**config.mk**
```make
export PLATFORM = sky130hd
export DESIGN_NAME = caesar_byte_cipher_top
export DESIGN_NICKNAME = d
export VERILOG_FILES = /design/src/rtl/core/ccb_pkg.sv /design/src/rtl/core/ccb_position.sv /design/src/rtl/core/ccb_rotate.sv /design/src/rtl/core/caesar_byte_cipher_top.sv
export SDC_FILE = /design/constraint.sdc
export NUM_CORES = 1
export LEC_CHECK = 0
export BUFFER_PORTS_ARGS = -buffer_cell sky130_fd_sc_hd__buf_2
export CORE_MARGIN = 2
export CORE_UTILIZATION = 64
export CTS_CLUSTER_DIAMETER = 40
export DETAILED_ROUTE_END_ITERATION = 6
export GPL_ROUTABILITY_DRIVEN = 0
export PLACE_DENSITY = 0.86
export SETUP_SLACK_MARGIN = 0.2
export SYNTH_ARGS = -nofsm -noshare
export SYNTH_HDL_FRONTEND = slang
export SYNTH_SLANG_ARGS = --single-unit
```
**constraint.sdc**
```tcl
create_clock -name clock -period 18.9 [get_ports clock]
set_input_delay 1.89 -clock clock [delete_from_list [all_inputs] [get_ports clock]]
set_output_delay 1.89 -clock clock [all_outputs]
set_load 0.005 [all_outputs]
```
**src/rtl/core/ccb_pkg.sv**
```systemverilog
package ccb_pkg;

   // Field widths
   localparam int CHAR_WIDTH  = 8;
   localparam int SHIFT_WIDTH = 6;
   localparam int POS_WIDTH   = 4;
   localparam int CSR_IDX_WIDTH = 2;

   // Shift limits and position ring
   localparam logic [SHIFT_WIDTH-1:0] SHIFT_LIMIT = 6'd32;
   localparam logic [POS_WIDTH-1:0]   POS_LAST    = 4'd9;

   // Character classes: base code and ring size
   localparam logic [CHAR_WIDTH-1:0] CYR_BASE   = 8'hC0;
   localparam logic [6:0]            CYR_SIZE   = 7'd64;
   localparam logic [CHAR_WIDTH-1:0] LAT_BASE   = 8'h41;
   localparam logic [CHAR_WIDTH-1:0] LAT_TOP    = 8'h7A;
   localparam logic [6:0]            LAT_SIZE   = 7'd58;
   localparam logic [CHAR_WIDTH-1:0] PUNCT_BASE = 8'h20;
   localparam logic [CHAR_WIDTH-1:0] PUNCT_TOP  = 8'h40;
   localparam logic [6:0]            PUNCT_SIZE = 7'd33;
   localparam logic [CHAR_WIDTH-1:0] YO_UPPER   = 8'hA8;
   localparam logic [CHAR_WIDTH-1:0] YO_LOWER   = 8'hB8;

   // Register map
   typedef enum logic [CSR_IDX_WIDTH-1:0] {
      CSR_DYNAMIC_MODE = 2'd0,
      CSR_DECRYPT      = 2'd1,
      CSR_SHIFT_AMOUNT = 2'd2
   } csr_idx_type;

   typedef struct packed {
      logic [CHAR_WIDTH-1:0] char_in;
      logic                  msg_last;
   } req_type;

   typedef struct packed {
      logic [CHAR_WIDTH-1:0] char_out;
      logic                  out_last;
   } rsp_type;

   // Word held in the input stage
   typedef struct packed {
      logic [CHAR_WIDTH-1:0]  char_in;
      logic                   msg_last;
      logic [SHIFT_WIDTH-1:0] shift;
   } stage_type;

endpackage

```
**src/rtl/core/ccb_position.sv**
```systemverilog
module ccb_position (
   input  logic                            clock,
   input  logic                            reset,
   input  logic                            accept,
   input  logic                            msg_last,
   input  logic                            dynamic_mode,
   input  logic [ccb_pkg::SHIFT_WIDTH-1:0] shift_amount,
   output logic [ccb_pkg::SHIFT_WIDTH-1:0] shift
);
   import ccb_pkg::*;

   logic [POS_WIDTH-1:0] pos_ff;
   logic [POS_WIDTH-1:0] pos_in;

   // Position in message, mod ten; restarts after a last byte
   always_comb begin
      pos_in = pos_ff;
      if (accept) begin
         if (msg_last || pos_ff == POS_LAST) begin
            pos_in = '0;
         end else begin
            pos_in = pos_ff + 4'd1;
         end
      end
   end

   always_ff @(posedge clock) begin
      if (reset) begin
         pos_ff <= '0;
      end else begin
         pos_ff <= pos_in;
      end
   end

   // Shift for the byte being accepted; fixed shift saturates at the limit
   always_comb begin
      if (dynamic_mode) begin
         shift = {{(SHIFT_WIDTH-POS_WIDTH){1'b0}}, pos_ff};
      end else if (shift_amount > SHIFT_LIMIT) begin
         shift = SHIFT_LIMIT;
      end else begin
         shift = shift_amount;
      end
   end

endmodule

```
**src/rtl/core/ccb_rotate.sv**
```systemverilog
module ccb_rotate (
   input  logic [ccb_pkg::CHAR_WIDTH-1:0]  char_in,
   input  logic [ccb_pkg::SHIFT_WIDTH-1:0] shift,
   input  logic                            decrypt,
   output logic [ccb_pkg::CHAR_WIDTH-1:0]  char_out
);
   import ccb_pkg::*;

   logic                  rotate;
   logic [CHAR_WIDTH-1:0] base;
   logic [6:0]            size;
   logic [CHAR_WIDTH-1:0] diff;
   logic [6:0]            sum;
   logic [6:0]            wrapped;

   // Classify the byte
   always_comb begin
      rotate = 1'b1;
      base   = PUNCT_BASE;
      size   = PUNCT_SIZE;
      if (char_in >= CYR_BASE) begin
         base = CYR_BASE;
         size = CYR_SIZE;
      end else if (char_in >= LAT_BASE && char_in <= LAT_TOP) begin
         base = LAT_BASE;
         size = LAT_SIZE;
      end else if (char_in >= PUNCT_BASE && char_in <= PUNCT_TOP) begin
         base = PUNCT_BASE;
         size = PUNCT_SIZE;
      end else begin
         rotate = 1'b0;
      end
   end

   // Offset in class plus or minus shift, one wrap step (sum < 2 * size)
   always_comb begin
      diff = char_in - base;
      if (decrypt) begin
         sum = {1'b0, diff[5:0]} + size - {1'b0, shift};
      end else begin
         sum = {1'b0, diff[5:0]} + {1'b0, shift};
      end
      if (sum >= size) begin
         wrapped = sum - size;
      end else begin
         wrapped = sum;
      end
   end

   // Select result: swap pair, rotated, or pass-through
   always_comb begin
      if (char_in == YO_UPPER) begin
         char_out = YO_LOWER;
      end else if (char_in == YO_LOWER) begin
         char_out = YO_UPPER;
      end else if (rotate) begin
         char_out = base + {2'b00, wrapped[5:0]};
      end else begin
         char_out = char_in;
      end
   end

endmodule

```
**src/rtl/core/caesar_byte_cipher_top.sv**
```systemverilog
// An accepted input word is registered in the input stage, then its result in the result stage, which drives rsp_data.
// Throughput: one word per cycle while rsp_stall is low; the input and result registers form a two-deep pipeline,
// so one more word is taken while a finished result waits on rsp_stall.
// Reset (synchronous, active high) empties both stages, clears the message position
// counter and loads dynamic_mode = 0, decrypt = 0, shift_amount = 1.
module caesar_byte_cipher_top (
   input  logic                              clock,
   input  logic                              reset,
   input  logic                              req_valid,
   output logic                              req_stall,
   input  ccb_pkg::req_type                  req_data,
   output logic                              rsp_valid,
   input  logic                              rsp_stall,
   output ccb_pkg::rsp_type                  rsp_data,
   input  logic                              csr_valid,
   output logic                              csr_ready,
   input  logic [ccb_pkg::CSR_IDX_WIDTH-1:0] csr_index,
   input  logic [ccb_pkg::SHIFT_WIDTH-1:0]   csr_wdata
);
   import ccb_pkg::*;

   logic                   dynamic_mode_ff;
   logic                   decrypt_ff;
   logic [SHIFT_WIDTH-1:0] shift_amount_ff;

   logic                   s1_valid_ff;
   logic                   s1_valid_in;
   stage_type              s1_data_ff;
   logic                   s2_valid_ff;
   logic                   s2_valid_in;
   rsp_type                s2_data_ff;

   logic                   s2_load;
   logic                   s1_load;
   logic                   req_accept;
   logic [SHIFT_WIDTH-1:0] shift;
   logic [CHAR_WIDTH-1:0]  rot_char;

   // Configuration registers
   assign csr_ready = 1'b1;

   always_ff @(posedge clock) begin
      if (reset) begin
         dynamic_mode_ff <= 1'b0;
         decrypt_ff      <= 1'b0;
         shift_amount_ff <= 6'd1;
      end else if (csr_valid && csr_ready) begin
         unique case (csr_index)
            CSR_DYNAMIC_MODE: dynamic_mode_ff <= csr_wdata[0];
            CSR_DECRYPT:      decrypt_ff      <= csr_wdata[0];
            CSR_SHIFT_AMOUNT: shift_amount_ff <= csr_wdata;
            default:          ;
         endcase
      end
   end

   // Pipeline flow control
   assign s2_load    = !s2_valid_ff || !rsp_stall;
   assign s1_load    = !s1_valid_ff || s2_load;
   assign req_stall  = !s1_load;
   assign req_accept = req_valid && s1_load;

   ccb_position u_position (
      .clock        (clock),
      .reset        (reset),
      .accept       (req_accept),
      .msg_last     (req_data.msg_last),
      .dynamic_mode (dynamic_mode_ff),
      .shift_amount (shift_amount_ff),
      .shift        (shift)
   );

   // Input stage
   assign s1_valid_in = s1_load ? req_valid : s1_valid_ff;

   always_ff @(posedge clock) begin
      if (reset) begin
         s1_valid_ff <= 1'b0;
      end else begin
         s1_valid_ff <= s1_valid_in;
      end
   end

   always_ff @(posedge clock) begin
      if (req_accept) begin
         s1_data_ff.char_in  <= req_data.char_in;
         s1_data_ff.msg_last <= req_data.msg_last;
         s1_data_ff.shift    <= shift;
      end
   end

   ccb_rotate u_rotate (
      .char_in  (s1_data_ff.char_in),
      .shift    (s1_data_ff.shift),
      .decrypt  (decrypt_ff),
      .char_out (rot_char)
   );

   // Result stage
   assign s2_valid_in = s2_load ? s1_valid_ff : s2_valid_ff;

   always_ff @(posedge clock) begin
      if (reset) begin
         s2_valid_ff <= 1'b0;
      end else begin
         s2_valid_ff <= s2_valid_in;
      end
   end

   always_ff @(posedge clock) begin
      if (s2_load && s1_valid_ff) begin
         s2_data_ff.char_out <= rot_char;
         s2_data_ff.out_last <= s1_data_ff.msg_last;
      end
   end

   assign rsp_valid = s2_valid_ff;
   assign rsp_data  = s2_data_ff;

endmodule

```
# Word level (Yosys, flattened, before mapping)
# Cells that the tools add are included.
# Widths: inputs -> output; s select.
totals:
  reg_bits: 38
  inputBits: 22
  out_inout_bits: 12
op_classes:
  n_addsub: 7
  order_cmp: 7
  eq_ne: 5
  mux: 14
  reduce_logical: 17
op_table:
  columns: ["cell", "n"]
  rows:
  - ["$mux 7", 3]
  - ["$eq 8x8->1 const B", 2]
  - ["$le 8x7->1 const B", 2]
  - ["$mux 8", 2]
  - ["$mux 6", 2]
  - ["$sub 6x6->6", 2]
  - ["$mux 5", 2]
  - ["$add 8x6->8", 1]
  - ["$ge 8x6->1 const B", 1]
  - ["$ge 8x7->1 const B", 1]
  - ["$ge 8x8->1 const B", 1]
  - ["$mux 4", 2]
  - ["$add 6x6->7", 1]
  - ["$add 6x7->7", 1]
  - ["$ge 7x7->1", 1]
  - ["$sub 7x6->7", 1]
  - ["$gt 6x6->1 const B", 1]
  - ["$reduce_and 2->1", 3]
  - ["$add 4x1->4 const B", 1]
  - ["$eq 4x4->1 const B", 1]
  - ["$logic_and 1x1->1", 4]
  - ["$logic_not 1->1", 4]
  - ["$reduce_or 2->1", 2]
  - ["$logic_or 1x1->1", 3]
  - ["other kinds (4)", 6]

# Longest topological paths before layout
# Gate-level depths: netlist (run 1).
depth:
  ltp_word: 13
  depth_mapped: 28
  mapped_depth_nobuf: 28

# Cells and area by module
# From an unflattened synthesis (run 1), not the netlist that was laid out.
hier_totals:
  hier_cells: 291
  hier_area_um2: 2922.8
modules_own_cells:
  columns: ["module", "instances", "cells_each", "area_each_um2", "seq_area_each_um2"]
  rows:
  - ["ccb_rotate", 1, 183, 1450.1, 0.0]
  - ["caesar_byte_cipher_top", 1, 72, 1178.6, 920.9]
  - ["ccb_position", 1, 36, 294.0, 80.1]

# Worst setup path before layout (run 1)
# No wires, ideal clock.
synth_path:
  path_type: "register to register"
  startpoint: "register s1_data_ff[10] (netlist name)"
  endpoint: "register s2_data_ff (netlist bit rsp_data[8]), data pin"
  setup_time_ps: 262
  arrival_ps: 5828
  required_time_ps: 18638
  slack_ps: 12810
  stages_incl_launch_ff: 27
  n_path_buf: 1
  cell_sequence: "edfxtp_1 > clkbuf_1 > or3_1 > o221ai_1 > nor2_1 > ha_1 > ha_1 > inv_1 > fa_1 > inv_1 > fa_1 > nand2b_1 > a21oi_1 > a21o_1 > a21oi_1 > xnor2_1 > a21oi_1 > ha_1 > a21oi_1 > o221a_2 > and2_1 > mux2i_1 > ha_1 > and3_1 > a31oi_4 > nor3b_2 > mux2_1"
synth_via:
  elab_chain_len: 12
synth_lines:
  columns: ["item", "line_no", "rtl"]
  rows:
  - ["$ge 8x7->1 or $le 8x7->1 (tied branches)", "ccb_rotate.sv:24", "end else if (char_in >= LAT_BASE && char_in <= LAT_TOP) begin"]
  - ["$logic_and 1x1->1", "ccb_rotate.sv:24", null]
  - ["$mux 7", "ccb_rotate.sv:24", null]
  - ["$mux 8", "ccb_rotate.sv:21", "if (char_in >= CYR_BASE) begin"]
  - ["$sub 6x6->6", "ccb_rotate.sv:37", "diff = char_in - base;"]
  - ["$add 6x7->7", "ccb_rotate.sv:39", "sum = {1'b0, diff[5:0]} + size - {1'b0, shift};"]
  - ["$sub 7x6->7", "ccb_rotate.sv:39", null]
  - ["$mux 7", "ccb_rotate.sv:38", "if (decrypt) begin"]
  - ["$sub 6x6->6 or $ge 7x7->1 (tied branches)", "ccb_rotate.sv:44, ccb_rotate.sv:43", null]
  - ["$mux 6", "ccb_rotate.sv:43", "if (sum >= size) begin"]
  - ["$add 8x6->8", "ccb_rotate.sv:57", "char_out = base + {2'b00, wrapped[5:0]};"]
  - ["$mux 8", "ccb_rotate.sv:56", "end else if (rotate) begin"]
  - ["to (decl)", "caesar_byte_cipher_top.sv:31", "rsp_type s2_data_ff;"]
# Several ways; a longest one is shown, not always the timed one.
# A chain may end at the register's enable or synchronous reset.

# Worst setup path after layout (run 1)
layout_path:
  startpoint: "register s1_data_ff[9] (netlist name)"
  endpoint: "register s2_data_ff (netlist bit rsp_data[8]), data pin"
layout_via:
  elab_chain_len: 12
layout_lines:
  columns: ["item", "line_no"]
  rows:
  - ["$ge 8x7->1 or $le 8x7->1 (tied branches)", "ccb_rotate.sv:24"]
  - ["$logic_and 1x1->1", "ccb_rotate.sv:24"]
  - ["$mux 7", "ccb_rotate.sv:24"]
  - ["$mux 8", "ccb_rotate.sv:21"]
  - ["$sub 6x6->6", "ccb_rotate.sv:37"]
  - ["$add 6x7->7", "ccb_rotate.sv:39"]
  - ["$sub 7x6->7", "ccb_rotate.sv:39"]
  - ["$mux 7", "ccb_rotate.sv:38"]
  - ["$sub 6x6->6 or $ge 7x7->1 (tied branches)", "ccb_rotate.sv:44, ccb_rotate.sv:43"]
  - ["$mux 6", "ccb_rotate.sv:43"]
  - ["$add 8x6->8", "ccb_rotate.sv:57"]
  - ["$mux 8", "ccb_rotate.sv:56"]
# Several ways; a longest one is shown, not always the timed one.

==> parameters.txt, run 1 <==
Parameter                              Value

Setup path
  CP startpoint kind ... flip-flop
  Critical Path AT ... just under 7000 ps
  Maximum fanout encountered on the critical timing path ... 9
  Worst-case register-to-register setup slack ... 11990 ps
  Reg2reg path depth ... 23
  Crit. End Element ... flip-flop
  Path type of the worst setup path ... reg -> reg
  Terminus of the critical flop-to-flop path ... rsp_data[8]
  Endpoint required time on the critical path ... roughly 19000 ps
  Reg-to-reg startpoint ... s1_data_ff[9]

Final layout
  Fraction of final layout cells sized beyond drive strength 1 ... about 17%
  Final cell count without fillers ... slightly below 400
  Antenna diode instance count ... 0
  Area added between synthesis and finish ... 11.7%
  Post-route core utilization ... 75.0%
  Final nets ... 398
  Cell area after layout ... 3290 um2

Drt
  Via/cell ratio ... ~6
  Overall via count from detail_route ... between 2000 and 2500
  Average wire length per cell after detail routing ... between 15 and 20 um
  Number of nets with antenna violations after detailed routing ... 0
  Detailed-route wire length ... just over 6000 um
  First DRT Iteration DRCs ... roughly 120
  Remaining DRCs ... 0
  1st-pass router iterations ... 4

STA
  Worst Max-Slew Pin Slew ... ~1200 ps
  Post-Route Hold Slack ... 425 ps
  Unrepaired setup endpoints after global routing ... false
  Slew HR ... 19.2%
  Final period utilization ... between 30% and 40%
  Final critical-path setup slack ... approximately 12000 ps
  Number of endpoints failing setup at the final stage ... 0
  Tmin final ... roughly 6900 ps
  Count of pins over their slew limit ... 0
  Aggregate negative setup slack ... 0 ps
  Maximum clock frequency ... 145 MHz
  Worst Clk Skew ... ~8.6 ps
  Number of endpoints with negative hold slack in the final report ... 0

Clocking
  Number of buffers added by the clock tree synthesis step ... 5
  Clock network latency to the later pin of the worst-skew pair ... between 200 and 300 ps
  Max H-tree Level ... 2
  Count of instances resized after the clock tree is built ... 0
  Post-CTS Setup Bufs ... 0
  Sinks on the clock net ... 38
  CTS clk-pin slew, worst paths ... around 80 ps
  Clock tree from TritonCTS ... built
  Number of buffers on the longest clock path ... 2
  Post-CTS Hold Fix Bufs ... 0
  Clk Tree Root Cell ... clkbuf_8

Floorplan
  Die boundary width ... 71.8 um
  Placeable core region ... 4380 um2
  I/O pins ... 34
  Starting utilization of the core area ... between 60% and 70%
  Total Die Area ... a little over 5000 um2
  FP Rows ... 24
  Die Y ... around 72 um

Placement
  Cell count after placement ... 381
  Number of input and output port buffers inserted ... 32
  Worst Setup Slack post-DPL ... 12140 ps
  Total cell area at the placement stage ... roughly 3200 um2
  Detailed placer's ending HPWL ... between 4000 and 5000 um

Hold path
  HP Start ... s1_data_ff[6]
  Hold Path Sink ... rsp_data[0]
  Class of the tightest hold or removal check ... reg -> reg
  Worst hold path stage count ... 0

Synthesis
  Cell area after synthesis ... between 2000 and 3000 um2
  Count of flip-flops with a built-in enable after synthesis ... 24
  Syn Nets ... 363
  Prevailing post-synth register cell ... edfxtp_1
  Post-synthesis sequential area ratio ... between 30% and 40%
  Mean instance size in the synthesized netlist ... 9.79 um2
  Cell accounting for the most synthesized area ... edfxtp_1
  Largest cells by area after synthesis ... edfxtp_1 24%, ha_1 14%, dfxtp_1 9.5%, xnor2_1 5.4%, mux2i_1 5.1%
  Total of flip-flops plus latches after synthesis ... 38
  Proportion of netlist area held by the largest area contributor ... 24.5%
  Async set or reset register ratio after synthesis ... 0%
  Yosys warning total ... 0
  Number of instances in the synthesized netlist ... between 300 and 400
  Post-synthesis cell type count ... 52

Power
  Power density normalized to cell area ... between 90 and 100 nW/um2
  Peak supply drop ... around 0.069 mV
  Static power due to leakage ... about 1.5 nW
  Final Total Pwr ... 0.312 mW

Global route
  GRT Overall Usage ... between 20% and 30%
  First-pass GRT wire length ... between 10000 and 15000 um
  Largest net degree at the start of global routing ... 22
  Vias in the first global route ... about 2300
  Antenna violations before repair ... 0
  Sum of overflow across all layers after global routing ... 0

Job
  Max-capacitance violation count ... 0

Run status
  Status ... completed
[power breakdown]
group	internal [mW]	switching [mW]	leakage [nW]
sequential	0.0960	0.00407	0.347
clock	0.0476	0.0302	0.0665
combinational	0.0592	0.0748	1.05
total	0.203	0.109	1.46
[worst max path at each step]
| stage | slack [ps] | depth (start not counted) | to | start |
|---|---|---|---|---|
| after CTS | 12040 | 23 | rsp_data[8] | s1_data_ff[9] |
| after global routing | 11530 | 25 | rsp_data[8] | s1_data_ff[9] |
| after global placement | 12370 | 25 | rsp_data[8] | s1_data_ff[9] |
| after detailed placement | 12140 | 23 | rsp_data[8] | s1_data_ff[9] |
| final | 11990 | 23 | rsp_data[8] | s1_data_ff[9] |
| after floorplan | 12810 | 26 | rsp_data[8] | s1_data_ff[10] |
[final cells by class]
cell class,count,area (um2)
Clock buffer,6,93.8
Clock inverter,2,38.8
Fill cell,299,1090
Inverter,31,118
Multi-Input combinational cell,226,1800
Sequential cell,38,1000
Tap cell,52,65.1
Timing Repair Buffer,34,175
[sequential cells by signal, summed over array words and instances, names as in the netlist]
name	flops
shift_amount_ff	6
dynamic_mode_ff	1
decrypt_ff	1
u_position.pos_ff	4
s1_data_ff	15
s1_valid_ff	1
rsp_data	9
rsp_valid	1
[routing by layer]
layer	vias up	part of all wire [%]	track usage, %
met1	1054	43	32.5
met5	-	0	0
met4	0	3.0	11.9
met2	79	49	42.6
met3	19	5.0	4.22
li1	1118	-	-
[Yosys cell counts (2+ instances only)]
master	n
clkbuf_1	3
and2_1	3
a21oi_1	19
a211oi_1	2
nand2_1	14
a22o_1	4
nand3_1	5
xnor2_1	18
or3_1	2
edfxtp_1	24
o21ai_0	6
o21bai_1	4
xor2_1	7
nor2_1	35
nand4_1	3
a21o_1	3
nor3_1	4
a21boi_0	2
and3_1	2
dfxtp_1	14
a31oi_1	3
nand2b_1	4
nor3b_2	2
inv_1	29
buf_2	2
mux2i_1	15
mux2_2	5
o21a_1	3
nor2b_1	2
fa_1	7
o31ai_1	2
ha_1	33
[cells in the final DEF, fill, tap and decap left out, drive strengths merged, types with 14 or more instances in the layout]
cell and n:
nand2 14, inv 30, ha 33, a21oi 19
xnor2 18, dfxtp 14, edfxtp 24, nor2 35
mux2i 15, buf 34
[critical path, cell delays in order (launching register included)]
cell and delay (ps):
edfxtp_1 480, a21oi_1 280, o221ai_1 230, nor2_1 630, ha_1 300, ha_1 180, inv_1 90, fa_1 530
inv_1 60, fa_1 440, nand2b_1 160, a21oi_1 220, xnor2_1 90, mux2i_1 350, ha_1 380, a21oi_1 210
o221a_2 270, and2_1 230, mux2i_1 290, ha_1 220, nor3b_2 260, a31oi_1 210, nor3b_2 200, mux2_1 350
[cell families after synthesis]
logic type,synth area share [%]
XOR/XNOR,7.43
multiplexers,7.90
AO/OA/AOI/OAI,14.1
buffers and inverters,4.97
other,0.127
adder cells (fa/ha/maj),18.8
AND/OR/NAND/NOR,12.7
flip-flops,34.0
Power figures use the tool's default switching activity.
==> run 2: changes to the inputs <==
--- a/config.mk
+++ b/config.mk
@@ -5,13 +5,14 @@
 export SDC_FILE = /design/constraint.sdc
 export NUM_CORES = 1
 export LEC_CHECK = 0
+export ABC_AREA = 1
 export BUFFER_PORTS_ARGS = -buffer_cell sky130_fd_sc_hd__buf_2
 export CORE_MARGIN = 2
-export CORE_UTILIZATION = 64
+export CORE_UTILIZATION = 54
 export CTS_CLUSTER_DIAMETER = 40
 export DETAILED_ROUTE_END_ITERATION = 6
 export GPL_ROUTABILITY_DRIVEN = 0
-export PLACE_DENSITY = 0.86
+export PLACE_DENSITY = 0.77
 export SETUP_SLACK_MARGIN = 0.2
 export SYNTH_ARGS = -nofsm -noshare
 export SYNTH_HDL_FRONTEND = slang
==> constraint.sdc (replaced) <==
create_clock -name clock -period 6.2 [get_ports clock]
set_input_delay 0.62 -clock clock [delete_from_list [all_inputs] [get_ports clock]]
set_output_delay 0.62 -clock clock [all_outputs]
set_load 0.005 [all_outputs]
==> run 2 against run 1 <==
Compared with the run above:
- clock power increased to 3.0 times the previous value
- final cell count increased by 30%
- combinational power increased to 3.7 times the previous value
- largest power group unchanged
- final area increased by 9.8%
- clock skew about the same
- sequential share of layout area decreased by 2.7 points
- global-route usage decreased by 4.2 points
==> parameters.txt, run 2 <==
Parameter                              Value

Run status
  Status ... completed

Synthesis
  Cell area after synthesis ... between 3000 and 4000 um2
  Total of flip-flops plus latches after synthesis ... 38
  Largest family of logic cells by synthesized area ... simple AND/OR/NAND/NOR gates
  Largest cells by area after synthesis ... edfxtp_1 23%, ha_1 13%, dfxtp_1 9.0%, inv_1 8.2%, nand2_1 8.2%
  Mean instance size in the synthesized netlist ... just over 8 um2
  Xor and xnor area share after synthesis ... 2.25%
  Proportion of netlist area held by the largest area contributor ... roughly 23%
  Proportion of synthesized area in mux cells ... less than 1%
  Share of synthesized cell area in full adder, half adder and majority cells ... between 15 and 20%
  Async set or reset register ratio after synthesis ... 0%
  Synth Area in Compound Gates ... 10.9%
  Commonest cells in the synthesized netlist ... 68 x inv_1, 68 x nand2_1, 34 x nand3_1
  Cell accounting for the most synthesized area ... edfxtp_1
  Post-synthesis sequential area ratio ... between 30% and 40%
  Simple-gate portion of the synthesized area ... around a quarter
  Number of instances in the synthesized netlist ... 386
  Yosys warning total ... 0
  Count of flip-flops with a built-in enable after synthesis ... 24
  Syn Nets ... 448
  Prevailing post-synth register cell ... edfxtp_1
  Post-synthesis cell type count ... 42

STA
  Final critical-path setup slack ... about 470 ps
  Maximum clock frequency ... around 170 MHz
  Number of endpoints with negative hold slack in the final report ... 0
  Unrepaired setup endpoints after global routing ... false
  Worst Max-Slew Pin Slew ... just under 1000 ps
  Final period utilization ... 92.4%
  Slew HR ... between 30% and 40%
  Aggregate negative setup slack ... 0 ps
  Count of pins over their slew limit ... 0
  Tmin final ... around 5700 ps
  Worst Clk Skew ... approximately 8.5 ps
  Number of endpoints failing setup at the final stage ... 0

Power
  Sequential power share ... 29.6%
  Clock network fraction of total power ... ~23%
  Final Total Pwr ... 1.03 mW
  Total internal power ... ~0.63 mW
  Power dissipated by switching net loads ... 0.403 mW
  Static power due to leakage ... 1.71 nW
  Gate power share ... between 40 and 50%
  Switching Share ... roughly 39%
  Peak supply drop ... about 0.17 mV
  Power density normalized to cell area ... ~290 nW/um2

Global route
  Vias in the first global route ... about 2600
  First-pass GRT wire length ... between 10000 and 15000 um
  Antenna violations before repair ... 0
  Sum of overflow across all layers after global routing ... 0
  GRT Overall Usage ... 21.4%
  Largest net degree at the start of global routing ... 23

Setup path
  Critical Path AT ... about 5800 ps
  CP startpoint kind ... flip-flop
  Highest-delay cell along the critical path ... fa_1
  Endpoint required time on the critical path ... ~6200 ps
  Maximum fanout encountered on the critical timing path ... 6
  CP dominant cell by count ... inv_1
  Crit. End Element ... flip-flop
  Cell type group with the largest total delay on the critical path ... adder cells
  Number of buffers and inverters on the critical path ... 7
  Path type of the worst setup path ... reg -> reg
  Critical Path Max Stage Delay ... approximately 510 ps

Final layout
  Post-route core utilization ... around 65%
  Most flop-heavy register ... s1_data_ff
  Area added between synthesis and finish ... 16.2%
  Final nets ... slightly below 500
  Leading cell type in the layout, fill and taps excluded ... nand2_1
  Antenna diode instance count ... 0
  Cell area after layout ... approximately 3600 um2
  Max reg flops ... 15
  Fraction of final layout cells sized beyond drive strength 1 ... between 20% and 30%
  Commonest cells after routing, fill and taps aside ... 67 x nand2_1, 66 x inv_1, 33 x nand3_1, 32 x buf_2, 29 x ha_1

Floorplan
  Placeable core region ... between 5000 and 6000 um2
  Die boundary width ... roughly 80 um
  Total Die Area ... approximately 6400 um2
  FP Rows ... 27
  I/O pins ... 34
  Die Y ... 79.9 um
  Starting utilization of the core area ... 56.1%

Drt
  Remaining DRCs ... 0
  First DRT Iteration DRCs ... 175
  Via/cell ratio ... 5.33
  Overall via count from detail_route ... ~2700
  1st-pass router iterations ... 5
  Number of nets with antenna violations after detailed routing ... 0
  Average wire length per cell after detail routing ... around 13 um
  Detailed-route wire length ... between 6000 and 7000 um

Clocking
  Max H-tree Level ... 2
  Clk Tree Root Cell ... clkbuf_8
  Number of buffers on the longest clock path ... 2
  Clock network latency to the later pin of the worst-skew pair ... 290 ps
  Number of buffers added by the clock tree synthesis step ... 5
  Sinks on the clock net ... 38
  Clock tree from TritonCTS ... built
  CTS clk-pin slew, worst paths ... about 80 ps

Placement
  Detailed placer's ending HPWL ... between 5000 and 6000 um
  Worst Setup Slack post-DPL ... approximately 320 ps
  Total cell area at the placement stage ... around 3300 um2
  Number of input and output port buffers inserted ... 32

Job
  Max-capacitance violation count ... 0

Hold path
  Class of the tightest hold or removal check ... reg -> reg
[run 2: changes by cell type after synthesis, moves of 7 or more]
cell     delta
nand2_1    +54
mux2i_1    -13
o21ai_0     +8
nand3_1    +29
inv_1      +39
nand2_2     +8
nor2_1     -15
inv_2       +7
xnor2_1    -15
[run 2: final cells by class]
type,instances,area (um2)
Clock buffer,6,93.8
Clock inverter,2,38.8
Fill cell,440,1930
Inverter,78,295
Multi-Input combinational cell,268,1860
Sequential cell,38,1000
Tap cell,72,90.1
Timing Repair Buffer,42,235
[run 2: kinds of logic after synthesis]
kind of cell,Yosys count
xor gates and xnor gates,8
muxes,2
buffers and inverters,80
and+or+nand+nor,160
adders and majority gates,40
DFF,38
other,1
AOI/OAI and AO/OA,57
[run 2: final timing paths]
path	startpoint	endpoint	slack [ps]	cells after the start
min	s1_data_ff[6]	rsp_data[0]	430	0
min reg2reg	s1_data_ff[6]	rsp_data[0]	430	0
max reg2reg	s1_data_ff[8]	rsp_data[7]	470	37
max	s1_data_ff[8]	rsp_data[7]	470	37
[run 2: power groups by stage]
stage                     clock [mW]  combinational (mW)  sequential [mW]
after floorplan                    0               0.352            0.309
final                          0.235               0.492            0.306
after global placement             0               0.431            0.310
after CTS                      0.236               0.446            0.306
after global routing           0.249               0.550            0.308
after detailed placement           0               0.443            0.311
[run 2: repair_timing]
action / in CTS / in global routing
resized for setup: 0 / 16
setup buffers: 0 / 9
endpoints found under the setup margin: 0 / 7
hold buffers: 0 / 0
[run 2: metal layers]
layer | wire length, um | GRT usage [%] | vias up
met5 | 0 | 0 | -
met4 | 201 | 7.29 | 0
met3 | 277 | 4.07 | 21
met2 | 3530 | 39.6 | 77
met1 | 2810 | 24.3 | 1242
li1 | - | - | 1356
[run 2: through the flow]
step | instances | hold WS [ps]
floorplan | 386 | 400
global placement | 489 | 404
detailed placement | 489 | 418
CTS | 497 | 437
global route | 506 | 453
finish | 506 | 435
